===== src/hsl_pkg.sv =====
// Package for the HTTP start line parser: character codes, phase encoding, parser
// state, input item and result types, and the version tag. No dependencies.
`timescale 1ns / 1ps

package hsl_pkg;

    localparam int LINE_MAX = 4096;
    localparam int POS_W    = $clog2(LINE_MAX) + 1;
    localparam int OFS_W    = 12;
    localparam int ACC_W    = 20;
    localparam int CODE_W   = 21;
    localparam int MINOR_W  = 4;
    localparam int TAG_W    = 3;

    localparam logic [ACC_W-1:0] CODE_MAX = 20'd1048575;
    localparam logic [TAG_W-1:0] TAG_LEN  = 3'd7;

    localparam logic [7:0] CH_NUL   = 8'h00;
    localparam logic [7:0] CH_HT    = 8'h09;
    localparam logic [7:0] CH_LF    = 8'h0A;
    localparam logic [7:0] CH_VT    = 8'h0B;
    localparam logic [7:0] CH_FF    = 8'h0C;
    localparam logic [7:0] CH_CR    = 8'h0D;
    localparam logic [7:0] CH_SP    = 8'h20;
    localparam logic [7:0] CH_PLUS  = 8'h2B;
    localparam logic [7:0] CH_MINUS = 8'h2D;
    localparam logic [7:0] CH_0     = 8'h30;
    localparam logic [7:0] CH_9     = 8'h39;
    localparam logic [7:0] CH_H     = 8'h48;

    localparam int TDATA_IN_W  = 8;
    localparam int TDATA_OUT_W = 88;

    typedef enum logic [3:0] {
        PH_SCAN  = 4'd0,
        PH_MINOR = 4'd1,
        PH_AFTER = 4'd2,
        PH_FAIL  = 4'd3,
        PH_RSP   = 4'd4,
        PH_RWS   = 4'd5,
        PH_RSIGN = 4'd6,
        PH_RDIG  = 4'd7,
        PH_RSKIP = 4'd8,
        PH_RREST = 4'd9
    } t_phase;

    typedef struct packed {
        t_phase             phase;
        logic [POS_W-1:0]   pos;
        logic [TAG_W-1:0]   match_k;
        logic               ver_at_zero;
        logic               space_seen;
        logic [OFS_W-1:0]   first_space_pos;
        logic [OFS_W-1:0]   last_nonspace_pos;
        logic [OFS_W-1:0]   url_begin;
        logic [OFS_W-1:0]   status_begin;
        logic [MINOR_W-1:0] minor;
        logic [ACC_W-1:0]   acc;
        logic               neg;
        logic               given;
    } t_state;

    localparam t_state ST_RESET = '{
        phase: PH_SCAN, pos: '0, match_k: '0, ver_at_zero: 1'b0, space_seen: 1'b0,
        first_space_pos: '0, last_nonspace_pos: '0, url_begin: '0, status_begin: '0,
        minor: '0, acc: '0, neg: 1'b0, given: 1'b0
    };

    typedef struct packed {
        logic                     ok;
        logic                     kind;
        logic [MINOR_W-1:0]       minor_version;
        logic signed [CODE_W-1:0] code;
        logic                     spans_present;
        logic [OFS_W-1:0]         method_len;
        logic [OFS_W-1:0]         url_start;
        logic [OFS_W-1:0]         url_len;
        logic [OFS_W-1:0]         status_start;
        logic [OFS_W-1:0]         status_len;
    } t_result;

    typedef struct packed {
        logic       valid;
        logic [7:0] byte_req;
        logic       last;
    } t_in_item;

    function automatic logic [7:0] vtag_char(input logic [TAG_W-1:0] k);
        logic [7:0] ch;
        unique case (k)
            3'd0:    ch = 8'h48;
            3'd1:    ch = 8'h54;
            3'd2:    ch = 8'h54;
            3'd3:    ch = 8'h50;
            3'd4:    ch = 8'h2F;
            3'd5:    ch = 8'h31;
            3'd6:    ch = 8'h2E;
            default: ch = CH_NUL;
        endcase
        return ch;
    endfunction

endpackage


===== src/http_start_line_parser.sv =====
// A result is loaded into the result register when the item that ends the line
// leaves the input register. Throughput: one byte item per cycle; the input register
// holds the item, and when it advances the state update and the result register load
// happen together. The input stalls only while a finished result waits at the output.
// Reset is synchronous and active low and returns the parser to the start of a line with no result pending.
// Top level of the start line parser; uses hsl_pkg, hsl_in_reg, hsl_parse_core, hsl_out_reg.
`timescale 1ns / 1ps

module http_start_line_parser
    import hsl_pkg::*;
(
    input  logic                   i_clk,
    input  logic                   i_rst_n,
    input  logic                   i_s_axis_tvalid,
    output logic                   o_s_axis_tready,
    input  logic [TDATA_IN_W-1:0]  i_s_axis_tdata,   // byte_req
    input  logic                   i_s_axis_tlast,
    output logic                   o_m_axis_tvalid,
    input  logic                   i_m_axis_tready,
    output logic [TDATA_OUT_W-1:0] o_m_axis_tdata,   // ok, minor_version, code,
                                                     // spans_present, method_len,
                                                     // url_start, url_len,
                                                     // status_start, status_len, pad
    output logic                   o_m_axis_tuser    // kind
);

    t_in_item w_item;
    t_result  w_core_res;
    t_result  w_out_res;
    logic     w_core_valid;
    logic     w_out_free;
    logic     w_advance;

    assign w_advance = w_item.valid && w_out_free;

    hsl_in_reg u_in_reg (
        .i_clk     (i_clk),
        .i_rst_n   (i_rst_n),
        .i_valid   (i_s_axis_tvalid),
        .i_byte    (i_s_axis_tdata),
        .i_last    (i_s_axis_tlast),
        .i_advance (w_advance),
        .o_ready   (o_s_axis_tready),
        .o_item    (w_item)
    );

    hsl_parse_core u_core (
        .i_clk       (i_clk),
        .i_rst_n     (i_rst_n),
        .i_advance   (w_advance),
        .i_item      (w_item),
        .o_res_valid (w_core_valid),
        .o_res       (w_core_res)
    );

    hsl_out_reg u_out_reg (
        .i_clk    (i_clk),
        .i_rst_n  (i_rst_n),
        .i_load   (w_core_valid),
        .i_res    (w_core_res),
        .i_tready (i_m_axis_tready),
        .o_free   (w_out_free),
        .o_valid  (o_m_axis_tvalid),
        .o_res    (w_out_res)
    );

    assign o_m_axis_tdata = {1'b0, w_out_res.status_len, w_out_res.status_start,
                             w_out_res.url_len, w_out_res.url_start, w_out_res.method_len,
                             w_out_res.spans_present, w_out_res.code,
                             w_out_res.minor_version, w_out_res.ok};
    assign o_m_axis_tuser = w_out_res.kind;

endmodule


===== src/hsl_in_reg.sv =====
// Input register of the start line parser: holds one accepted byte item.
// Depends on hsl_pkg.
`timescale 1ns / 1ps

module hsl_in_reg
    import hsl_pkg::*;
(
    input  logic       i_clk,
    input  logic       i_rst_n,
    input  logic       i_valid,
    input  logic [7:0] i_byte,
    input  logic       i_last,
    input  logic       i_advance,
    output logic       o_ready,
    output t_in_item   o_item
);

    logic       r_valid;
    logic [7:0] r_byte;
    logic       r_last;

    assign o_ready = !r_valid || i_advance;

    always_ff @(posedge i_clk) begin
        if (!i_rst_n) begin
            r_valid <= 1'b0;
        end else if (o_ready) begin
            r_valid <= i_valid;
        end
    end

    always_ff @(posedge i_clk) begin
        if (o_ready && i_valid) begin
            r_byte <= i_byte;
            r_last <= i_last;
        end
    end

    assign o_item = '{valid: r_valid, byte_req: r_byte, last: r_last};

endmodule


===== src/hsl_parse_core.sv =====
// Parser state and per-byte update logic of the start line parser.
// Depends on hsl_pkg.
`timescale 1ns / 1ps

module hsl_parse_core
    import hsl_pkg::*;
(
    input  logic     i_clk,
    input  logic     i_rst_n,
    input  logic     i_advance,
    input  t_in_item i_item,
    output logic     o_res_valid,
    output t_result  o_res
);

    t_state  r_st;
    t_state  n_st;
    t_state  w_take;
    t_state  w_fin_st;
    logic [POS_W-1:0] w_fin_end;
    logic    w_line_end;
    logic    w_overlong;
    t_result w_fin;

    function automatic logic is_digit(input logic [7:0] c);
        return (c >= CH_0) && (c <= CH_9);
    endfunction

    function automatic logic is_lws(input logic [7:0] c);
        return (c == CH_SP) || (c == CH_HT) || (c == CH_VT) || (c == CH_FF);
    endfunction

    function automatic logic [ACC_W-1:0] accumulate(input logic [ACC_W-1:0] acc,
                                                    input logic [7:0] c);
        logic [ACC_W+3:0] v;
        v = {1'b0, acc, 3'b000} + {3'b000, acc, 1'b0} + {{(ACC_W){1'b0}}, c[3:0]};
        return (v > {4'b0000, CODE_MAX}) ? CODE_MAX : v[ACC_W-1:0];
    endfunction

    function automatic t_state take_byte(input t_state s, input logic [7:0] c);
        t_state           t;
        logic [OFS_W-1:0] p;
        logic [TAG_W-1:0] nk;
        logic [TAG_W-1:0] k1;
        logic             done;
        t    = s;
        p    = s.pos[OFS_W-1:0];
        k1   = s.match_k + 3'd1;
        done = 1'b0;
        nk   = '0;
        case (s.phase)
            PH_SCAN: begin
                if (c == vtag_char(s.match_k)) begin
                    nk = k1;
                end else if (c == CH_H) begin
                    nk = 3'd1;
                end else begin
                    nk = 3'd0;
                end
                if (c == CH_SP) begin
                    if (!s.space_seen) begin
                        t.space_seen      = 1'b1;
                        t.first_space_pos = p;
                    end
                end else if (s.space_seen && s.url_begin == '0) begin
                    t.url_begin = p;
                end
                if (nk != k1) begin
                    if (s.match_k != '0) begin
                        t.last_nonspace_pos = p - 12'd1;
                    end
                    if (nk == '0 && c != CH_SP) begin
                        t.last_nonspace_pos = p;
                    end
                end
                if (nk == TAG_LEN) begin
                    t.ver_at_zero = (p == 12'd6);
                    t.match_k     = '0;
                    t.phase       = PH_MINOR;
                end else begin
                    t.match_k = nk;
                end
            end
            PH_MINOR: begin
                if (is_digit(c)) begin
                    t.minor = c[3:0];
                    t.phase = PH_AFTER;
                end else begin
                    t.phase = PH_FAIL;
                end
            end
            PH_AFTER: begin
                t.phase = (is_lws(c) && s.ver_at_zero) ? PH_RSP : PH_FAIL;
            end
            default: begin
                if (t.phase == PH_RSP) begin
                    if (c == CH_SP) begin
                        done = 1'b1;
                    end else begin
                        t.status_begin = p;
                        t.phase        = PH_RWS;
                    end
                end
                if (!done && t.phase == PH_RWS) begin
                    done = 1'b1;
                    if (!is_lws(c)) begin
                        if (c == CH_PLUS || c == CH_MINUS) begin
                            t.neg   = (c == CH_MINUS);
                            t.phase = PH_RSIGN;
                        end else if (is_digit(c)) begin
                            t.acc   = accumulate(t.acc, c);
                            t.phase = PH_RDIG;
                        end else begin
                            t.phase = PH_RREST;
                        end
                    end
                end
                if (!done && t.phase == PH_RSIGN) begin
                    done = 1'b1;
                    if (is_digit(c)) begin
                        t.acc   = accumulate(t.acc, c);
                        t.phase = PH_RDIG;
                    end else begin
                        t.neg   = 1'b0;
                        t.phase = PH_RREST;
                    end
                end
                if (!done && t.phase == PH_RDIG) begin
                    if (is_digit(c)) begin
                        t.acc = accumulate(t.acc, c);
                        done  = 1'b1;
                    end else begin
                        t.phase = PH_RSKIP;
                    end
                end
                if (!done && t.phase == PH_RSKIP) begin
                    if (c != CH_SP) begin
                        t.status_begin = p;
                        t.phase        = PH_RREST;
                    end
                end
            end
        endcase
        t.pos = s.pos + {{(POS_W-1){1'b0}}, 1'b1};
        return t;
    endfunction

    function automatic t_result finish(input t_state s, input logic [POS_W-1:0] e);
        t_result                  r;
        logic [OFS_W-1:0]         e12;
        logic signed [CODE_W-1:0] cv;
        logic [CODE_W-1:0]        mag;
        r   = '0;
        e12 = e[OFS_W-1:0];
        mag = {1'b0, s.acc};
        cv  = s.neg ? (~mag + 21'd1) : mag;
        case (s.phase)
            PH_AFTER: begin
                if (s.ver_at_zero) begin
                    r.ok            = 1'b1;
                    r.kind          = 1'b1;
                    r.minor_version = s.minor;
                end else if (!s.space_seen) begin
                    r.ok            = 1'b1;
                    r.minor_version = s.minor;
                end else if (s.last_nonspace_pos > s.first_space_pos &&
                             s.url_begin != '0) begin
                    r.ok            = 1'b1;
                    r.minor_version = s.minor;
                    r.spans_present = 1'b1;
                    r.method_len    = s.first_space_pos;
                    r.url_start     = s.url_begin;
                    r.url_len       = s.last_nonspace_pos + 12'd1 - s.url_begin;
                end
            end
            PH_RSP: begin
                r.ok            = 1'b1;
                r.kind          = 1'b1;
                r.minor_version = s.minor;
            end
            PH_RWS, PH_RSIGN: begin
                r.ok            = 1'b1;
                r.kind          = 1'b1;
                r.minor_version = s.minor;
                r.spans_present = 1'b1;
                r.status_start  = s.status_begin;
                r.status_len    = e12 - s.status_begin;
            end
            PH_RDIG: begin
                r.ok            = 1'b1;
                r.kind          = 1'b1;
                r.minor_version = s.minor;
                r.code          = cv;
            end
            PH_RSKIP: begin
                r.ok            = 1'b1;
                r.kind          = 1'b1;
                r.minor_version = s.minor;
                r.code          = cv;
                r.spans_present = 1'b1;
                r.status_start  = e12;
            end
            PH_RREST: begin
                r.ok            = 1'b1;
                r.kind          = 1'b1;
                r.minor_version = s.minor;
                r.code          = cv;
                r.spans_present = 1'b1;
                r.status_start  = s.status_begin;
                r.status_len    = e12 - s.status_begin;
            end
            default: begin
                r = '0;
            end
        endcase
        return r;
    endfunction

    assign w_line_end = (i_item.byte_req == CH_NUL) || (i_item.byte_req == CH_CR) ||
                        (i_item.byte_req == CH_LF);
    assign w_overlong = r_st.pos[POS_W-1];
    assign w_take     = take_byte(r_st, i_item.byte_req);
    assign w_fin_st   = w_line_end ? r_st : w_take;
    assign w_fin_end  = w_line_end ? r_st.pos : w_take.pos;
    assign w_fin      = finish(w_fin_st, w_fin_end);

    always_comb begin
        n_st        = r_st;
        o_res_valid = 1'b0;
        o_res       = w_fin;
        if (i_advance) begin
            if (r_st.given) begin
                if (i_item.last) begin
                    n_st = ST_RESET;
                end
            end else begin
                if (w_line_end) begin
                    o_res_valid = 1'b1;
                end else if (w_overlong) begin
                    o_res_valid = 1'b1;
                    o_res       = '0;
                end else begin
                    n_st        = w_take;
                    o_res_valid = i_item.last;
                end
                if (i_item.last) begin
                    n_st = ST_RESET;
                end else if (o_res_valid) begin
                    n_st.given = 1'b1;
                end
            end
        end
    end

    always_ff @(posedge i_clk) begin
        if (!i_rst_n) begin
            r_st <= ST_RESET;
        end else begin
            r_st <= n_st;
        end
    end

endmodule


===== src/hsl_out_reg.sv =====
// Result register of the start line parser, drives the output stream.
// Depends on hsl_pkg.
`timescale 1ns / 1ps

module hsl_out_reg
    import hsl_pkg::*;
(
    input  logic    i_clk,
    input  logic    i_rst_n,
    input  logic    i_load,
    input  t_result i_res,
    input  logic    i_tready,
    output logic    o_free,
    output logic    o_valid,
    output t_result o_res
);

    logic    r_valid;
    t_result r_res;

    assign o_free  = !r_valid || i_tready;
    assign o_valid = r_valid;
    assign o_res   = r_res;

    always_ff @(posedge i_clk) begin
        if (!i_rst_n) begin
            r_valid <= 1'b0;
        end else if (i_load) begin
            r_valid <= 1'b1;
        end else if (i_tready) begin
            r_valid <= 1'b0;
        end
    end

    always_ff @(posedge i_clk) begin
        if (i_load) begin
            r_res <= i_res;
        end
    end

endmodule


===== config.mk =====
export PLATFORM = sky130hd
export DESIGN_NAME = http_start_line_parser
export DESIGN_NICKNAME = d
export VERILOG_FILES = /design/src/hsl_pkg.sv /design/src/http_start_line_parser.sv /design/src/hsl_in_reg.sv /design/src/hsl_parse_core.sv /design/src/hsl_out_reg.sv
export SDC_FILE = /design/constraint.sdc
export NUM_CORES = 1
export LEC_CHECK = 0
export BUFFER_PORTS_ARGS = -buffer_cell sky130_fd_sc_hd__buf_2
export CAP_MARGIN = 30
export CELL_PAD_IN_SITES_DETAIL_PLACEMENT = 1
export CELL_PAD_IN_SITES_GLOBAL_PLACEMENT = 1
export CORE_MARGIN = 1.5
export CORE_UTILIZATION = 51
export DETAILED_ROUTE_END_ITERATION = 16
export PLACE_DENSITY_LB_ADDON = 0.3
export SLEW_MARGIN = 25
export SYNTH_ARGS = -nofsm -noshare
export SYNTH_HDL_FRONTEND = slang
export SYNTH_HIERARCHICAL = 1
export SYNTH_SLANG_ARGS = --single-unit

===== constraint.sdc =====
create_clock -name i_clk -period 16 [get_ports i_clk]
set_input_delay 3.2 -clock i_clk [delete_from_list [all_inputs] [get_ports i_clk]]
set_output_delay 3.2 -clock i_clk [all_outputs]
set_load 0.02 [all_outputs]

== After elaboration in Yosys (flattened, before gate mapping) ==
Cells that the tools add are included.

* Bits in registers: 195
* Input bits: 13
* Output and inout port bits: 91
* Word-level logic and storage cells: 231

* Add/subtract/negate cells: 13
* $lt $le $gt $ge: 6
* Equal/unequal tests: 37
* Multiplexer cells: 105
* Bitwise logic cells: 1
* Reductions and logical operators: 41

{| class="wikitable"
|+ Operator list
! kind !! number
|-
| $mux W96 || 5
|-
| $mux W88 || 4
|-
| $mux W21 || 8
|-
| $mux W20 || 8
|-
| $mux W12 || 13
|-
| $mux W37 || 3
|-
| $mux W95 || 1
|-
| $mux W4 || 21
|-
| $add A23 B21 Y24 || 3
|-
| $add A24 B4 Y24 || 3
|-
| $gt A24 B20 Y1 const B || 3
|-
| $pmux W7 S6 || 1
|-
| $mux W41 || 1
|-
| $eq A8 B4 Y1 const B || 5
|-
| $mux W36 || 1
|-
| $eq A4 B3 Y1 const B || 8
|-
| $mux W1 || 29
|-
| $eq A8 B6 Y1 const B || 3
|-
| $pmux W12 S2 || 1
|-
| $sub A12 B12 Y12 || 2
|-
| $add A21 B1 Y21 const B || 1
|-
| $not A20 Y21 || 1
|-
| $add A13 B1 Y13 const B || 1
|-
| $mux W13 || 1
|-
| 39 further kinds || 76
|}

== Longest topological paths before layout ==
Gate-level depths: netlist (run 1).

* Depth after elaboration: 34
* Gate-level depth with buffers: 41
* Depth with buffers taken out: 39

== Cells and area by module ==
Netlist (run 1), hierarchy kept.

{| class="wikitable"
|+ Modules (own cells, without submodules)
! module !! times used !! cells an instance !! area each (um^2) !! seq. area each (um^2)
|-
| hsl_parse_core || 1 || 1,794 || 13,133.8 || 1,921.8
|-
| hsl_out_reg || 1 || 92 || 2,691.3 || 2,662.6
|-
| hsl_in_reg || 1 || 16 || 342.8 || 290.3
|-
| http_start_line_parser || 1 || 3 || 17.5 || 0.0
|}

== Worst setup path after synthesis (run 1) ==
OpenSTA, ideal clock, no wires.

* Path type: reg2reg
* Start point: register u_in_reg.r_byte[3]
* End point: register u_out_reg.r_res, in the netlist u_out_reg/o_res[81] (data pin)
* Setup time: 261 ps
* Data arrival time: 9,766 ps
* Data required time: 15,739 ps
* Setup slack: 5,973 ps
* Stages on the path, launching flop included: 37
* Path buffers: 3
* Clock period less this slack: 10,027 ps
* Cells stage by stage: edfxtp_1 -> inv_1 -> fa_1 -> fa_1 -> nand2b_1 -> a21oi_1 -> o21ai_1 -> o2111a_1 -> o32ai_2 -> a211o_1 -> clkbuf_1 -> o22a_1 -> ha_1 -> ha_1 -> a2111oi_0 -> a21oi_1 -> o21ba_2 -> o211ai_1 -> nor4b_4 -> o21ai_2 -> buf_2 -> o22a_1 -> fa_1 -> ha_1 -> a21o_1 -> a2111oi_2 -> a211oi_1 -> a21oi_1 -> o21ai_1 -> nor3_1 -> buf_2 -> nand2_1 -> a31o_2 -> nor3b_4 -> and3b_1 -> nand2_1 -> o311a_1

{| class="wikitable"
|+ RTL lines
! what !! line !! text
|-
| start, declared || hsl_in_reg.sv:19 || <nowiki>logic [7:0] r_byte;</nowiki>
|-
| start signal, assigned || hsl_in_reg.sv:34 || <nowiki>r_byte <= i_byte;</nowiki>
|-
| end signal, assigned || hsl_out_reg.sv:37 || <nowiki>r_res <= i_res;</nowiki>
|-
| end, declared || hsl_out_reg.sv:19 || <nowiki>t_result r_res;</nowiki>
|}

==> qor_table.md, run 1 <==
| Item | This run |
|:---|:---|
| Number of antenna violations at the first check in global routing | 1 |
| Number of setup buffers added after CTS | 0 |
| Data arrival time of the critical path | 12.47 ns |
| Period utilization | 76.7% |
| Final min period | 12.27 ns |
| Share of the yosys chip area belonging to registers | 30.1% |
| Synth warn | 6 |
| Final Net Count | 2147 |
| Post-synth cell types | 101 |
| Clock sinks | 195 |
| Ratio of routed vias to standard cells | 6.60 |
| Setup_tns | 0 ns |
| Worst ir drop on vdd | 0.0777 mV |
| Die height | 181 um |
| Number of synthesized register bits | 195 |
| Antenna-violating nets left | 0 |
| Effective utilization at floorplan | 51.6% |
| Number of enable flip-flop cells after synthesis | 97 |
| Cell area after synthesis | 16200 um2 |
| Nature of the critical path endpoint | flop |
| Dominant cell type by area after synthesis | edfxtp_1 |
| Fraction of registers with async set/reset | 0% |
| Critical path required time | 16.20 ns |
| Top post-synthesis cells by area | edfxtp_1 (18%), ha_1 (13%), dfxtp_1 (12%) |
| TritonCTS clock tree | done |
| Vias in the first global route | 16.4k |
| Total wire length after detailed routing | 58300 um |
| Total routing resource utilization after global routing | 35.5% |
| Synthesized netlist net count | 2095 |
| Final Hold Violating Endpoints | 0 |
| Clk Tree Root Cell | clkbuf_16 |
| Crit-path slowest cell | edfxtp_1 |
| Clock-pin slew reported for the worst setup and hold paths after clock tree synthesis | 0.08 ns |
| Number of buffer cells added on primary ports | 102 |
| Most used flip-flop cell after synthesis | dfxtp_1 |
| H-tree level count | 4 |
| Core area | 31400 um2 |
| Post-CTS resize count | 0 |
| Largest net degree at the start of global routing | 96 |
| Slew at the pin with the worst max-slew slack | 0.976 ns |
| Horizontal die dimension | 181 um |
| Max-slew violation count | 0 |
| Final core utilization | 56.4% |
| Post-route DRC violation count | 0 |
| TritonRoute pass-1 iters | 5 |
| CTS buffer count | 17 |
| Die Area | 32800 um2 |
| Worst hold path type | reg2reg |
| Critical-path maximum fanout | 17 |
| Crit path launch type | flop |
| Wire length of the first global-routing pass | 91900 um |
| Worst Skew | 0.0144 ns |
| Final estimated routing congestion in global placement | 0.951 |
| Result of the run | complete, no violations |
| Share of Yosys cell area claimed by the top area cell type | 18.0% |
| HPWL reported at the end of detailed placement | 43100 um |
| Maximum achievable frequency | 0.0815 GHz |
| Reported max-cap violation count | 0 |
| Hold-fix buffer count after cts | 0 |
| Count of boundary I/O pins | 104 |
| Detailed-route wire length per cell | 24.6 um |
| Max clock buf depth | 2 |
| Post-Syn Instances | 1905 |
| Overall power of the completed layout | 1.09 mW |
| Iter 0 DRT Violations | 1152 |
| Relative slew slack | 34.8% |
| Count leader, synth | nor2_1 |
| Clock network latency to the later pin of the worst-skew pair | 0.46 ns |
| Area added between synthesis and finish | 9.34% |
| Total number of vias | 15.7k |
| Share of final-layout standard cells stronger than drive strength 1 | 11.2% |
| Unrepaired setup endpoints after global routing | no |
| Total grt overflow | 0 |
| Pwr Density | 61.6 nW/um2 |
| Standby leakage power | 7.15 nW |
| Critical Setup Path Class | reg2reg |
| Critical path's largest stage delay | 0.60 ns |
| Most frequent cells after synthesis | nor2_1 (186), ha_1 (170), a21oi_1 (153) |
| Row cnt | 65 |
| Setup Viol. Count Final | 0 |
| Avg Cell Area, Syn | 8.50 um2 |
[worst max-delay path, delay by kind of cell, from the launching register on]
family	cells	cell delay (ns)
AOI/OAI and AO/OA	20	6.49
adders and majority gates	6	2.48
buffers and inverters	2	0.48
DFF	1	0.60
and+or+nand+nor	7	1.95
[routing by layer]
| layer | wire (um) | GRT usage, % | up-vias |
|---|---|---|---|
| li1 | - | - | 7095 |
| met1 | 23600 | 42.3 | 7745 |
| met2 | 28800 | 62.8 | 652 |
| met3 | 3550 | 5.74 | 175 |
| met4 | 2310 | 15.8 | 2 |
| met5 | 13 | 0 | - |
[stage by stage]
step / setup WS [ns] / instances / hold WS (ns) / instance area [um2]
global placement: 4.35 / 2337 / 0.474 / 17000
detailed placement: 4.02 / 2338 / 0.500 / 17000
floorplan: 5.97 / 1905 / 0.455 / 16200
global route: 3.04 / 2372 / 0.528 / 17700
CTS: 3.97 / 2370 / 0.511 / 17700
finish: 3.73 / 2373 / 0.512 / 17700
[power breakdown]
part	internal, mW	switching, mW	total [mW]
clock	0.245	0.219	0.463
combinational	0.0268	0.0598	0.0867
sequential	0.532	0.00825	0.540
total	0.804	0.287	1.09
[final cells by class]
class                      count  area (um2)
antenna                        1        2.50
inverter                      75         282
timing repair buffer         129         737
sequential                   195        4870
clock buffer                  19         453
clock inverter                13         164
fill                        3738       13700
multi-input combinational   1539       10700
tap                          402         503
[logic make-up after synthesis]
| family | after synthesis | share of synthesized area [%] |
|---|---|---|
| buffers and inverters | 171 | 4.21 |
| XOR/XNOR | 84 | 4.55 |
| AND/OR/NAND/NOR | 654 | 20.5 |
| multiplexers | 41 | 2.57 |
| other | 1 | 0.0232 |
| flip-flops | 195 | 30.1 |
| AO/OA/AOI/OAI | 582 | 24.0 |
| adder cells (fa/ha/maj) | 177 | 14.0 |
[final timing paths]
path / start / end / slack (ns) / cells past startpoint
worst min register to register: u_out_reg/o_valid$_SDFFE_PN0P_ / u_out_reg/o_valid$_SDFFE_PN0P_ / 0.51 / 2
worst min-delay path: u_out_reg/o_valid$_SDFFE_PN0P_ / u_out_reg/o_valid$_SDFFE_PN0P_ / 0.51 / 2
worst max register to register: u_in_reg/r_byte[3]$_DFFE_PP_ / u_out_reg/o_res[81]$_DFFE_PP_ / 3.73 / 35
worst max-delay path: u_in_reg/r_byte[3]$_DFFE_PP_ / u_out_reg/o_res[81]$_DFFE_PP_ / 3.73 / 35
[placed cells by master (no fill, tap or decap), types with 36 or more instances in the layout]
cell      count
xnor2_1      56
buf_2       102
dfxtp_1      98
inv_1        75
mux2i_1      36
a22oi_1      54
nor2_1      186
edfxtp_1     97
a21oi_1     152
nand3_1      42
ha_1        170
nor2b_1      79
o21ai_0     128
nor3_1       41
nand2_1     145
[state kept, by name, summed over array words and instances (netlist names)]
signal and flops:
u_out_reg/o_res 88, u_core/r_st 96, u_in_reg/r_valid 1, u_in_reg/r_last 1, u_in_reg/r_byte 8, u_out_reg/o_valid 1
No activity file was read; power rests on OpenSTA's default activity.
==> inputs of run 2 (changes only) <==
- CORE_UTILIZATION: 51 -> 43
- clock period: 16 -> 10.4 ns (I/O delays scaled with it)
==> run 2 against run 1 <==
Compared with the run above: routed wire length fell by 1.5%; worst setup slack got worse by 3.4 ns; sequential cell count did not move; die area rose by 18%; clock power rose by 52%; critical path type unchanged; critical endpoint is now u_out_reg/o_res[77]$_DFFE_PP_; largest power group unchanged.
==> qor_table.md, run 2 (synthesis gave the netlist of run 1 again) <==
| Item | This run |
|:---|:---|
| Result of the run | complete, no violations |
| Antenna-violating nets left | 0 |
| Die height | 197 um |
| Worst hold path type | reg2reg |
| Period utilization | 97.0% |
| Pwr Density | 89.7 nW/um2 |
| Clk Tree Root Cell | clkbuf_16 |
| Row cnt | 70 |
| Register name with the most flops | u_core/r_st |
| TritonRoute pass-1 iters | 5 |
| Total routing resource utilization after global routing | 29.4% |
| Area added between synthesis and finish | 14.6% |
| Iter 0 DRT Violations | 1210 |
| Met3 routed WL | 3220 um |
| Detailed-route wire length per cell | 22.6 um |
| CTS buffer count | 17 |
| Reported max-cap violation count | 0 |
| Total number of vias | 15.4k |
| Count of boundary I/O pins | 104 |
| Highest routed layer | met4 |
| Standby leakage power | 7.52 nW |
| Final Hold Violating Endpoints | 0 |
| Vias in the first global route | 15.7k |
| Relative slew slack | 32.8% |
| Effective utilization at floorplan | 43.9% |
| Ratio of routed vias to standard cells | 6.06 |
| Cell repeated most along the worst path | buf_4 |
| Final core utilization | 50.3% |
| Core area | 36900 um2 |
| Worst reg2reg path endpoint | u_out_reg/o_res[77]$_DFFE_PP_ |
| Commonest cells after routing, fill and taps aside | nor2_1 (183), ha_1 (169), a21oi_1 (145) |
| Clock-pin slew reported for the worst setup and hold paths after clock tree synthesis | 0.09 ns |
| Flip-flop count of the largest register after layout | 96 |
| Total grt overflow | 0 |
| Largest net degree at the start of global routing | 96 |
| Wire length of the first global-routing pass | 89000 um |
| Cell Count Post-Placement | 2491 |
| Worst hold path cell count | 2 |
| Routed met1 length | 27300 um |
| Worst slack at placement | -0.289 ns |
| Crit-path slowest cell | fa_1 |
| Worst ir drop on vdd | 0.114 mV |
| Non-filler instance count after layout | 2540 |
| Number of cell instances on the worst register-to-register path | 44 |
| Setup_tns | 0 ns |
| Max clock buf depth | 2 |
| Most common cell after layout, fill and taps aside | nor2_1 |
| Critical Setup Path Class | reg2reg |
| Hold-fix buffer count after cts | 0 |
| Final estimated routing congestion in global placement | 0.966 |
| Setup slack of the worst register-to-register path | 0.32 ns |
| Worst Slack Setup Final | 0.317 ns |
| Data arrival time of the critical path | 10.28 ns |
| Worst Skew | 0.0156 ns |
| Final min period | 10.08 ns |
| Overall power of the completed layout | 1.66 mW |
| TritonCTS clock tree | done |
| Clock sinks | 195 |
| Cell family with the largest share of critical-path delay | compound AO/OA/AOI/OAI gates |
| Worst Path Buf+Inv | 11 |
| Number of buffer cells added on primary ports | 102 |
| Critical-path maximum fanout | 7 |
| H-tree level count | 4 |
| Final Net Count | 2212 |
| Endpoint, Worst Hold | u_in_reg/r_valid$_SDFFE_PN0P_ |
| Critical path required time | 10.60 ns |
| Slew at the pin with the worst max-slew slack | 1.00 ns |
| HPWL reported at the end of detailed placement | 44100 um |
| Nature of the critical path endpoint | flop |
| Total wire length after detailed routing | 57500 um |
| Die Area | 38800 um2 |
| Share of final-layout standard cells stronger than drive strength 1 | 15.8% |
| Maximum achievable frequency | 0.0992 GHz |
| Critical path's largest stage delay | 0.57 ns |
| Max-slew violation count | 0 |
| Post-route DRC violation count | 0 |
| Number of antenna violations at the first check in global routing | 1 |
| Hold path startpoint | u_in_reg/r_valid$_SDFFE_PN0P_ |
| Start of the worst register-to-register path | u_core/r_st[2]$_SDFFE_PN0P_ |
| Met2 Routed Length | 26100 um |
| Crit path launch type | flop |
| Clock network latency to the later pin of the worst-skew pair | 0.46 ns |
| Setup Viol. Count Final | 0 |
| Horizontal die dimension | 197 um |
[run 2: repair_timing]
item                       CTS  global route
setup endpoints to repair   17            32
pin swaps                    1            17
buffers inserted             2            14
resized for setup            5            51
[run 2: layout make-up]
class                   count  area, um2
diodes                      1       2.50
clock buffers              20        458
clock inverters            12        159
fillers                  4348      18300
inverters                  75        282
multi-input cells        1539      10900
flip-flops and latches    195       4880
well taps                 504        631
repair buffers            194       1230
[run 2: worst min-delay path, cell delays in order (launching register included)]
cell      delay (ns)
dfxtp_1         0.34
nand2b_4        0.08
a21boi_2        0.05
[run 2: per-layer routing]
metal	track usage, %	vias to the layer above
met5	0	-
met4	6.79	0
met3	4.00	54
met2	46.8	433
met1	42.2	7681
li1	-	7221
[run 2: worst max path at each step]
stage | from | end | slack (ns) | depth (start not counted)
finish | u_core/r_st[2]$_SDFFE_PN0P_ | u_out_reg/o_res[77]$_DFFE_PP_ | 0.32 | 44
CTS | u_core/r_st[4]$_SDFFE_PN0P_ | u_out_reg/o_res[75]$_DFFE_PP_ | 0.01 | 41
detailed placement | u_core/r_st[4]$_SDFFE_PN0P_ | u_out_reg/o_res[77]$_DFFE_PP_ | -0.29 | 41
global placement | u_core/r_st[18]$_SDFFE_PN0P_ | u_out_reg/o_res[77]$_DFFE_PP_ | -0.06 | 40
floorplan | u_in_reg/r_byte[3]$_DFFE_PP_ | u_out_reg/o_res[81]$_DFFE_PP_ | 0.37 | 36
global route | u_in_reg/r_byte[3]$_DFFE_PP_ | u_out_reg/o_res[77]$_DFFE_PP_ | -0.09 | 44
[run 2: power breakdown]
part	internal, mW	switching, mW	leakage (nW)
Combinational	0.0420	0.0919	5.50
Sequential	0.819	0.00915	1.72
Clock	0.359	0.343	0.299
Total	1.22	0.444	7.52
[run 2: per-stage QoR]
step	hold slack [ns]	instance area [um2]
finish	0.503	18600
global route	0.528	18600
CTS	0.507	18200
detailed placement	0.496	17600
global placement	0.483	17600
floorplan	0.455	16200
